===== src/rtl/hrit_pkg.sv =====
`default_nettype none

package hrit_pkg;

  // Prefix byte that opens a long item.
  localparam logic [7:0] LONG_PREFIX = 8'hFE;

  // Fields of the prefix byte of a short item.
  localparam logic [7:0] SIZE_MASK = 8'h03;
  localparam logic [7:0] TYPE_MASK = 8'h0C;
  localparam logic [7:0] TAG_MASK  = 8'hF0;

  // Size code of a short item that declares four data bytes.
  localparam logic [1:0] SIZE_CODE_FOUR = 2'd3;

  // Parser phases.
  typedef enum logic [4:0] {
    PH_PREFIX     = 5'b00001,
    PH_LONG_LEN   = 5'b00010,
    PH_LONG_TAG   = 5'b00100,
    PH_SHORT_DATA = 5'b01000,
    PH_LONG_DATA  = 5'b10000
  } phase_t;

  // One descriptor byte.
  typedef struct packed {
    logic [7:0] data_byte;
    logic       end_of_descriptor;
  } in_item_t;

  // One parsed item.
  typedef struct packed {
    logic [1:0]  item_type;
    logic [7:0]  item_tag;
    logic        is_long_item;
    logic [7:0]  data_length;
    logic [31:0] item_value;
    logic        truncated;
    logic        final_item;
  } out_item_t;

endpackage

`default_nettype wire


===== src/rtl/hid_report_item_tokenizer.sv =====
`default_nettype none
// The byte that completes a result sits in the input register; its result is written to the
// result register, which drives the output. A blocked result register holds the byte back.
// Throughput: one descriptor byte per cycle unless a result is blocked; single-pass state update.
// Reset: synchronous, active low; the parser expects a prefix byte and all held fields are zero.

module hid_report_item_tokenizer (
  input  wire logic                clk,
  input  wire logic                rst_n,
  input  wire logic                in_valid,
  output logic                     in_stall,
  input  wire hrit_pkg::in_item_t  in_data,
  output logic                     out_valid,
  input  wire logic                out_stall,
  output hrit_pkg::out_item_t      out_data
);

  // Input register.
  logic                in_vld_r;
  logic                in_vld_nxt;
  hrit_pkg::in_item_t  in_item_r;

  // Parser state.
  hrit_pkg::phase_t phase_r, phase_nxt;
  logic [7:0]       bytes_left_r, bytes_left_nxt;
  logic [31:0]      value_accum_r, value_accum_nxt;
  logic [1:0]       byte_pos_r, byte_pos_nxt;
  logic [1:0]       held_type_r, held_type_nxt;
  logic [7:0]       held_tag_r, held_tag_nxt;
  logic [7:0]       held_length_r, held_length_nxt;
  logic             held_long_r, held_long_nxt;

  // Result register.
  logic                out_vld_r;
  logic                out_vld_nxt;
  hrit_pkg::out_item_t out_item_r;

  logic                emit;
  logic                trunc;
  logic                adv;
  logic                out_free;
  logic                in_accept;
  logic [7:0]          b;
  logic                fin;
  hrit_pkg::out_item_t res;

  assign b   = in_item_r.data_byte;
  assign fin = in_item_r.end_of_descriptor;

  // Next parser state and the result that this byte produces.
  always_comb begin
    phase_nxt       = phase_r;
    bytes_left_nxt  = bytes_left_r;
    value_accum_nxt = value_accum_r;
    byte_pos_nxt    = byte_pos_r;
    held_type_nxt   = held_type_r;
    held_tag_nxt    = held_tag_r;
    held_length_nxt = held_length_r;
    held_long_nxt   = held_long_r;
    emit            = 1'b0;
    trunc           = 1'b0;

    unique case (phase_r)
      hrit_pkg::PH_LONG_LEN: begin
        held_length_nxt = b;
        if (fin) begin
          emit  = 1'b1;
          trunc = 1'b1;
        end else begin
          phase_nxt = hrit_pkg::PH_LONG_TAG;
        end
      end
      hrit_pkg::PH_LONG_TAG: begin
        held_tag_nxt = b;
        if (held_length_r == 8'd0) begin
          emit = 1'b1;
        end else if (fin) begin
          emit  = 1'b1;
          trunc = 1'b1;
        end else begin
          bytes_left_nxt = held_length_r;
          phase_nxt      = hrit_pkg::PH_LONG_DATA;
        end
      end
      hrit_pkg::PH_SHORT_DATA: begin
        for (int i = 0; i < 4; i++) begin
          if (byte_pos_r == 2'(i)) begin
            value_accum_nxt[8*i +: 8] = value_accum_r[8*i +: 8] | b;
          end
        end
        byte_pos_nxt   = byte_pos_r + 2'd1;
        bytes_left_nxt = bytes_left_r - 8'd1;
        if (bytes_left_nxt == 8'd0) begin
          emit = 1'b1;
        end else if (fin) begin
          emit  = 1'b1;
          trunc = 1'b1;
        end
      end
      hrit_pkg::PH_LONG_DATA: begin
        bytes_left_nxt = bytes_left_r - 8'd1;
        if (bytes_left_nxt == 8'd0) begin
          emit = 1'b1;
        end else if (fin) begin
          emit  = 1'b1;
          trunc = 1'b1;
        end
      end
      default: begin
        // Prefix byte; unused phase codes land here as well.
        value_accum_nxt = '0;
        byte_pos_nxt    = '0;
        bytes_left_nxt  = '0;
        held_type_nxt   = 2'((b & hrit_pkg::TYPE_MASK) >> 2);
        if (b == hrit_pkg::LONG_PREFIX) begin
          held_long_nxt   = 1'b1;
          held_tag_nxt    = '0;
          held_length_nxt = '0;
          if (fin) begin
            emit  = 1'b1;
            trunc = 1'b1;
          end else begin
            phase_nxt = hrit_pkg::PH_LONG_LEN;
          end
        end else begin
          held_long_nxt = 1'b0;
          held_tag_nxt  = (b & hrit_pkg::TAG_MASK) >> 4;
          if (2'(b & hrit_pkg::SIZE_MASK) == hrit_pkg::SIZE_CODE_FOUR) begin
            held_length_nxt = 8'd4;
          end else begin
            held_length_nxt = b & hrit_pkg::SIZE_MASK;
          end
          if (held_length_nxt == 8'd0) begin
            emit = 1'b1;
          end else if (fin) begin
            emit  = 1'b1;
            trunc = 1'b1;
          end else begin
            bytes_left_nxt = held_length_nxt;
            phase_nxt      = hrit_pkg::PH_SHORT_DATA;
          end
        end
      end
    endcase

    // The result carries the held fields as updated by this byte.
    res.item_type    = held_type_nxt;
    res.item_tag     = held_tag_nxt;
    res.is_long_item = held_long_nxt;
    res.data_length  = held_length_nxt;
    res.item_value   = held_long_nxt ? 32'd0 : value_accum_nxt;
    res.truncated    = trunc;
    res.final_item   = fin;

    // A finished item returns to the prefix phase; the last byte also clears the held state.
    if (emit) begin
      phase_nxt = hrit_pkg::PH_PREFIX;
      if (fin) begin
        bytes_left_nxt  = '0;
        value_accum_nxt = '0;
        byte_pos_nxt    = '0;
        held_type_nxt   = '0;
        held_tag_nxt    = '0;
        held_length_nxt = '0;
        held_long_nxt   = 1'b0;
      end
    end
  end

  // Handshake: the held byte moves on unless it has a result and the result register is busy.
  assign out_free  = !out_vld_r || !out_stall;
  assign adv       = in_vld_r && (!emit || out_free);
  assign in_stall  = in_vld_r && !adv;
  assign in_accept = in_valid && !in_stall;

  always_comb begin
    in_vld_nxt = in_vld_r;
    if (in_accept) begin
      in_vld_nxt = 1'b1;
    end else if (adv) begin
      in_vld_nxt = 1'b0;
    end
  end

  always_comb begin
    out_vld_nxt = out_vld_r;
    if (adv && emit) begin
      out_vld_nxt = 1'b1;
    end else if (!out_stall) begin
      out_vld_nxt = 1'b0;
    end
  end

  // Control and parser state registers.
  always_ff @(posedge clk) begin
    if (!rst_n) begin
      in_vld_r      <= 1'b0;
      out_vld_r     <= 1'b0;
      phase_r       <= hrit_pkg::PH_PREFIX;
      bytes_left_r  <= '0;
      value_accum_r <= '0;
      byte_pos_r    <= '0;
      held_type_r   <= '0;
      held_tag_r    <= '0;
      held_length_r <= '0;
      held_long_r   <= 1'b0;
    end else begin
      in_vld_r  <= in_vld_nxt;
      out_vld_r <= out_vld_nxt;
      if (adv) begin
        phase_r       <= phase_nxt;
        bytes_left_r  <= bytes_left_nxt;
        value_accum_r <= value_accum_nxt;
        byte_pos_r    <= byte_pos_nxt;
        held_type_r   <= held_type_nxt;
        held_tag_r    <= held_tag_nxt;
        held_length_r <= held_length_nxt;
        held_long_r   <= held_long_nxt;
      end
    end
  end

  // Payload registers.
  always_ff @(posedge clk) begin
    if (in_accept) begin
      in_item_r <= in_data;
    end
    if (adv && emit) begin
      out_item_r <= res;
    end
  end

  assign out_valid = out_vld_r;
  assign out_data  = out_item_r;

  // The last byte always leaves the parser waiting for a prefix with cleared state.
  assert property (@(posedge clk) disable iff (!rst_n)
    adv && fin |=> phase_r == hrit_pkg::PH_PREFIX && held_tag_r == 8'd0
                   && held_length_r == 8'd0 && !held_long_r)
    else $error("parser state not cleared after the last byte");

  // Every byte flagged as last produces a transaction.
  assert property (@(posedge clk) disable iff (!rst_n)
    adv && fin |-> emit)
    else $error("last byte produced no transaction");

  // Long items never report data.
  assert property (@(posedge clk) disable iff (!rst_n)
    out_vld_r && out_item_r.is_long_item |-> out_item_r.item_value == 32'd0)
    else $error("long item with a nonzero value");

  // Short items carry a four-bit tag and a length of 0, 1, 2 or 4.
  assert property (@(posedge clk) disable iff (!rst_n)
    out_vld_r && !out_item_r.is_long_item |->
      out_item_r.item_tag[7:4] == 4'd0 &&
      (out_item_r.data_length == 8'd0 || out_item_r.data_length == 8'd1 ||
       out_item_r.data_length == 8'd2 || out_item_r.data_length == 8'd4))
    else $error("malformed short item");

  // A stall on the input only happens while a byte is held.
  assert property (@(posedge clk) disable iff (!rst_n)
    in_stall |-> in_vld_r && emit && out_vld_r && out_stall)
    else $error("input stalled without a blocked result");

endmodule

`default_nettype wire


===== config.mk =====
export PLATFORM = sky130hd
export DESIGN_NAME = hid_report_item_tokenizer
export DESIGN_NICKNAME = d
export VERILOG_FILES = /design/src/rtl/hrit_pkg.sv /design/src/rtl/hid_report_item_tokenizer.sv
export SDC_FILE = /design/constraint.sdc
export NUM_CORES = 1
export LEC_CHECK = 0
export BUFFER_PORTS_ARGS = -buffer_cell sky130_fd_sc_hd__buf_2
export CORE_MARGIN = 2
export CORE_UTILIZATION = 35
export CTS_CLUSTER_DIAMETER = 100
export DETAILED_ROUTE_END_ITERATION = 10
export PLACE_DENSITY = 0.65
export SYNTH_ARGS = -nofsm -noshare
export SYNTH_HDL_FRONTEND = slang
export SYNTH_SLANG_ARGS = --single-unit

===== constraint.sdc =====
create_clock -name clk -period 4.57 [get_ports clk]
set_clock_uncertainty 0.15 [all_clocks]
set_input_delay 0.6855 -clock clk [delete_from_list [all_inputs] [get_ports clk]]
set_output_delay 0.6855 -clock clk [all_outputs]
set_load 0.01 [all_outputs]

==> flow_summary_export.csv, run 1 <==
group,metric,value,unit
floorplanning,dieHeight,133,µm
cts,cts.repair.resized,0,
floorplanning,dieWidth,133,µm
cts,clk_latency,430,ps
logic_synthesis,ys_async_sr_fraction,0,%
finish,drive_above_1_share,18.4,%
critical_path,rrSetupSlack,950,ps
floorplanning,core.rowCount,47,
critical_path,worstPathRequired,3730,ps
worst_hold_path,min_to,"b[4]$_DFFE_PP_",
worst_hold_path,min_from,"in_data[5]",
cts,post-cts-setup-buffers,0,
logic_synthesis,yosys_register_bits,130,
cts,cts_max_level,4,
sta,hold_viol,0,
place,portBuffers,67,
sta,fmax,0.257,GHz
floorplanning,pin_count,68,
job,cap_violations,0,
critical_path,start_kind,"flop",
logic_synthesis,syn_area_per_cell,10.1,µm²
pwr,ir_drop,0.000299,V
critical_path,critPathKind,"reg -> out",
logic_synthesis,syn_inst,580,
place,globalplace.congestion,0.915,
logic_synthesis,synth_enable_flop_cells,62,
grt,grt_overflow,0,
finish,syn_to_final_growth,18.9,%
finish,diodes,0,
sta,tightest_slew,1130,ps
routing,ant_nets,0,
grt,grt_pass1_vias,4489,
critical_path,path_max_fanout,14,
cts,cts_tree,"built",
critical_path,reg2reg_from,"phase_r[3]$_SDFFE_PN0P_",
cts,clockBufferDepth,2,
cts,numCtsBuffers,17,
grt,grt.busiest_layer,"met2",
finish,layout.nets,643,
cts,cts_hold_buf,0,
sta,slew_viol_final,0,
routing,first_pass_iters,5,
routing,drt_iter0_drc,480,
sta,setup_violations,0,
finish,seq_area,3220,µm²
place,dp_cells,825,
finish,fill_cells,1572,
logic_synthesis,yosysWarnings,0,
cts,cts.sinks,130,
floorplanning,dieArea,17800,µm²
finish,layoutNonFillerInstCount,857,
grt,grt_use_met2,28.2,%
worst_hold_path,hold-path-cell-count,1,
grt,grt_util_all_layers,17.1,%
sta,relSlewSlack,24.3,%
logic_synthesis,syn_area,5850,µm²
logic_synthesis,synth_nets,599,
cts,clockRootBuffer,"clkbuf_16",
grt,grt_antenna_before_repair,0,
critical_path,crit_path_end_kind,"output pin",
routing,num_vias,4694,
logic_synthesis,yosysSeqAreaShare,55.1,%
critical_path,cp-startpoint,"phase_r[3]$_SDFFE_PN0P_",
routing,routedWlPerCell,17.0,µm
floorplanning,initial_core_util,35.5,%
routing,via_per_inst,5.48,
logic_synthesis,synth_ff_type,"dfxtp_1",
grt,grt_first_pass_wirelength,23600,µm
grt,grtUsageMet1,21.4,%
grt,grtUsageMet3,5.06,%
routing,drc,0,
grt,grt_start_max_net_pins,41,
critical_path,reg2reg_depth,6,
cts,path_clk_slew,50,ps
place,dp_hpwl,9970,µm
logic_synthesis,ys_types,59,
pwr,cellPowerDensity,416,nW/µm²
sta,setup-tns-final,0,ps
floorplanning,core_area,16500,µm²
critical_path,rr_endpoint,"b[1]$_DFFE_PP_",
critical_path,cp.arrival,3050,ps
worst_hold_path,hold_path.class,"in -> reg",
routing,wirelength,14600,µm
sta,rsz0062_at_grt,"no",
run_status,outcome,"finished clean",
sta,finalCriticalPeriod,3880,ps
sta,fin_crit_sh,85.0,%
pwr,p_leak,2.45,nW
finish,multi_input_area,2340,µm²
-- final cells by class --
cell class | count | area share [%]
inverters | 18 | 0.972
flip-flops and latches | 130 | 46.4
clock buffers | 19 | 6.23
well taps | 220 | 3.96
multi-input cells | 381 | 33.6
repair buffers | 76 | 5.80
clock inverters | 13 | 3.08
-- critical path, stage by stage, from the launching register on --
cell     delay (ps)
dfxtp_1         610
or4b_4          540
o311a_4         160
o21a_4          230
nor4_1          680
nor3b_1         200
buf_2           210
-- registers in the layout, indices dropped and copies added, names as in the netlist, 2 cells and up --
signal,cells
b,8
byte_pos_r,2
phase_r,5
held_type_r,2
bytes_left_r,8
value_accum_r,32
out_data,53
held_length_r,8
held_tag_r,8
-- power breakdown --
part | total, mW | switching, mW | leakage (nW) | internal [mW]
clock network | 1.49 | 0.478 | 0.313 | 1.01
logic | 0.130 | 0.0871 | 0.986 | 0.0429
registers | 1.27 | 0.0307 | 1.15 | 1.24
total | 2.89 | 0.596 | 2.45 | 2.30
-- logic make-up (layout without fill, tap and decap cells) --
logic type      Yosys count  count (layout)  share of synthesized area [%]
simple gates            197             197                           16.1
xor+xnor                  3               3                          0.449
buf+inv                  69             126                           5.26
mux                      11              11                           1.93
flops                   130             130                           55.1
fa+ha+maj                 6               6                           1.28
compound gates          164             164                           19.9
-- synth_stat cells (4+ instances only) --
cell      instances  area [µm²]
a21oi_1          39         195
nor4_1            5        31.3
and2_1           12        75.1
buf_2             6        30.0
nor2b_1           5        31.3
a22o_1           11        96.3
a31oi_1          13        81.3
buf_6             4        45.0
o21ai_0          17        85.1
nand3_1          23         115
nor2_1           63         236
dfxtp_1          68        1360
ha_1              6        75.1
edfxtp_1         62        1860
mux2i_1           9        90.1
clkbuf_1         35         131
a21boi_0          5        37.5
o22ai_1           4        25.0
o21a_1           24         180
inv_1            18        67.6
a41oi_1           9        78.8
nand2_1          45         169
a222oi_1          5        50.1
nor3_1           22         110
o31ai_1          12        90.1
-- worst max-delay path by stage --
stage | endpoint | slack (ps) | depth (start not counted)
floorplan | phase_r[2]$_SDFFE_PN0P_ | 40 | 7
global placement | b[4]$_DFFE_PP_ | 1180 | 6
detailed placement | b[3]$_DFFE_PP_ | 1010 | 6
CTS | in_stall | 720 | 6
global route | in_stall | 540 | 6
finish | in_stall | 690 | 6
-- placed cells by master (no fill, tap or decap), types with 3 or more instances in the layout --
cell type and count:
dfxtp_1 68, buf_2 67, nor2_1 62, edfxtp_1 62, nand2_1 45, a21oi_1 39
o21a_1 24, nand3_1 23, nor3_1 22, inv_1 18, o21ai_0 17, clkbuf_16 17
a31oi_1 13, and2_1 12, o31ai_1 12, a22o_1 11, mux2i_1 9, a41oi_1 9
buf_4 9, ha_1 6, bufinv_16 6, nor4_1 5, nor2b_1 5, a222oi_1 5
a21boi_0 5, o22ai_1 4, xnor2_1 3, o41ai_1 3, nand2b_1 3, nand4_1 3
a21boi_1 3, clkinv_2 3, clkinv_1 3
-- layer usage --
layer	vias to the layer above	routed length [µm]
met5	-	0
met4	0	211
met3	25	945
met2	191	7290
met1	2248	6130
li1	2230	-
-- through the flow --
stage / instance area, µm² / total power, mW / util (%) / hold slack, ps / setup slack (ps)
2_1_floorplan: 5850 / 1.38 / - / 276 / 41.9
3_5_place_dp: 6300 / 1.43 / 38.3 / 294 / 1010
6_report: 6950 / 2.89 / 42.2 / 284 / 685
4_1_cts: 6950 / 2.91 / 42.2 / 268 / 723
3_3_place_gp: 6300 / 1.42 / 38.3 / 286 / 1180
5_1_grt: 6950 / 2.99 / 42.2 / 266 / 542
Power figures use the tool's default switching activity.
==> inputs of run 2 (changes only) <==
==> constraint.sdc (replaced) <==
create_clock -name clk -period 4.57 [get_ports clk]
set_clock_uncertainty 0.15 [all_clocks]
set_input_delay 1.1425 -clock clk [delete_from_list [all_inputs] [get_ports clk]]
set_output_delay 1.1425 -clock clk [all_outputs]
set_load 0.01 [all_outputs]
==> flow_summary_export.csv, run 2 (synthesis results as in run 1) <==
group,metric,value,unit
finish,layout.nets,646,
sta,tightest_slew,1100,ps
sta,fmax,0.231,GHz
place,portBuffers,67,
finish,multi_input_area,2340,µm²
run_status,outcome,"finished clean",
cts,cts_max_level,4,
floorplanning,dieArea,17800,µm²
finish,seq_area,3220,µm²
finish,post-route-util,41.9,%
critical_path,cpMaxStageDelayCell,"nor4_1",
critical_path,worstPathRequired,3280,ps
finish,drive_above_1_share,19.2,%
routing,num_vias,4634,
job,cap_violations,0,
sta,relSlewSlack,26.7,%
finish,final_cell_mix,"dfxtp_1 (68), buf_2 (67), nor2_1 (62), edfxtp_1 (62), nand2_1 (45)",
floorplanning,core.rowCount,47,
cts,numCtsBuffers,17,
pwr,pwr-share-clk,47.9,%
grt,grt_start_max_net_pins,40,
place,dp_cells,828,
cts,cts_tree,"built",
floorplanning,initial_core_util,35.5,%
critical_path,critPathKind,"reg -> out",
critical_path,start_kind,"flop",
worst_hold_path,hold_path.class,"reg -> reg",
cts,clockRootBuffer,"clkbuf_16",
place,dp_hpwl,10200,µm
cts,path_clk_slew,50,ps
sta,finalCriticalPeriod,4330,ps
critical_path,crit_path_end_kind,"output pin",
grt,grt_antenna_before_repair,0,
routing,drt_iter0_drc,431,
routing,first_pass_iters,7,
pwr,p_comb_share,4.9,%
sta,slew_viol_final,0,
finish,diodes,0,
sta,setup-tns-final,0,ps
finish,largest_reg_flops,53,
critical_path,cp_num_buf_inv,1,
pwr,seqPwrFrac,47.2,%
routing,via_per_inst,5.39,
finish,layoutNonFillerInstCount,860,
floorplanning,dieHeight,133,µm
floorplanning,core_area,16500,µm²
pwr,p_sw_share,22.4,%
grt,grt_overflow,0,
cts,clk_latency,430,ps
grt,grt_first_pass_wirelength,23800,µm
cts,cts.sinks,130,
sta,hold_viol,0,
floorplanning,dieWidth,133,µm
routing,wirelength,14700,µm
routing,drc,0,
routing,ant_nets,0,
critical_path,path_cells,"or4b_4, o311a_4, o21a_4, nor4_1, nor3b_2, buf_2",
sta,setup_violations,0,
critical_path,cp.arrival,3040,ps
finish,mostFrequentLayoutCell,"dfxtp_1",
pwr,cellPowerDensity,392,nW/µm²
cts,post-cts-setup-buffers,0,
place,globalplace.congestion,0.882,
pwr,p_sw,0.604,mW
finish,fill_cells,1606,
pwr,p_leak,2.42,nW
finish,syn_to_final_growth,18.0,%
grt,grt_pass1_vias,4429,
critical_path,crit_family,"simple AND/OR/NAND/NOR gates",
cts,clockBufferDepth,2,
sta,fin_crit_sh,94.7,%
grt,grt_util_all_layers,17.3,%
pwr,power.internal,2.10,mW
sta,rsz0062_at_grt,"no",
pwr,ir_drop,0.000286,V
floorplanning,pin_count,68,
routing,routedWlPerCell,17.1,µm
critical_path,path_max_fanout,14,
critical_path,critPathMaxStageDelay,680,ps
run 2: power by group through the flow:
| stage | Sequential, mW | Clock, mW | Combinational [mW] |
|---|---|---|---|
| global placement | 1.30 | 0 | 0.129 |
| finish | 1.27 | 1.29 | 0.132 |
| global route | 1.28 | 1.37 | 0.143 |
| CTS | 1.27 | 1.31 | 0.131 |
| detailed placement | 1.30 | 0 | 0.131 |
| floorplan | 1.29 | 0 | 0.0945 |
run 2: cell type report:
cell class                      count  share of cell area [%]
Sequential cell                   130                    46.7
Clock buffer                       21                    6.53
Clock inverter                     11                    1.65
Multi-Input combinational cell    381                    33.9
Inverter                           18                   0.980
Timing Repair Buffer               79                    6.17
Tap cell                          220                    3.99
run 2: worst reg2reg max path, stage by stage (launching register included):
cell and delay [ps]:
dfxtp_1 610, or4b_4 540, o311a_4 160, o21a_4 230, nor4_1 680, nor3b_2 200, nor2b_1 720
run 2: metal layers:
| layer | vias to the layer above | part of all wire, % | GRT usage (%) |
|---|---|---|---|
| li1 | 2220 | - | - |
| met1 | 2236 | 44 | 22.1 |
| met2 | 154 | 49 | 28.1 |
| met3 | 24 | 5.0 | 4.26 |
| met4 | 0 | 2.2 | 7.09 |
| met5 | - | 0 | 0 |
run 2: through the flow:
| step | worst slack [ps] | cell area (µm²) | power, mW | hold WS (ps) |
|---|---|---|---|---|
| global route | 87.1 | 6900 | 2.79 | 324 |
| floorplan | 41.9 | 5850 | 1.38 | 276 |
| global placement | 675 | 6330 | 1.43 | 285 |
| detailed placement | 581 | 6330 | 1.43 | 292 |
| finish | 240 | 6900 | 2.70 | 300 |
| CTS | 116 | 6890 | 2.72 | 299 |
run 2: worst paths after layout:
kind	start	end	slack (ps)	cells past startpoint
worst min register to register	held_type_r[1]$_SDFFE_PN0N_	held_type_r[1]$_SDFFE_PN0N_	300	2
worst max-delay path	phase_r[3]$_SDFFE_PN0P_	in_stall	240	6
worst max register to register	phase_r[3]$_SDFFE_PN0P_	b[3]$_DFFE_PP_	910	6
worst min-delay path	held_type_r[1]$_SDFFE_PN0N_	held_type_r[1]$_SDFFE_PN0N_	300	2
run 2: what timing repair did:
item / in CTS / in global routing
hold buffers: 0 / 0
resized for setup: 0 / 1
setup endpoints to repair: 0 / 1
endpoints found under the hold margin: 0 / 0
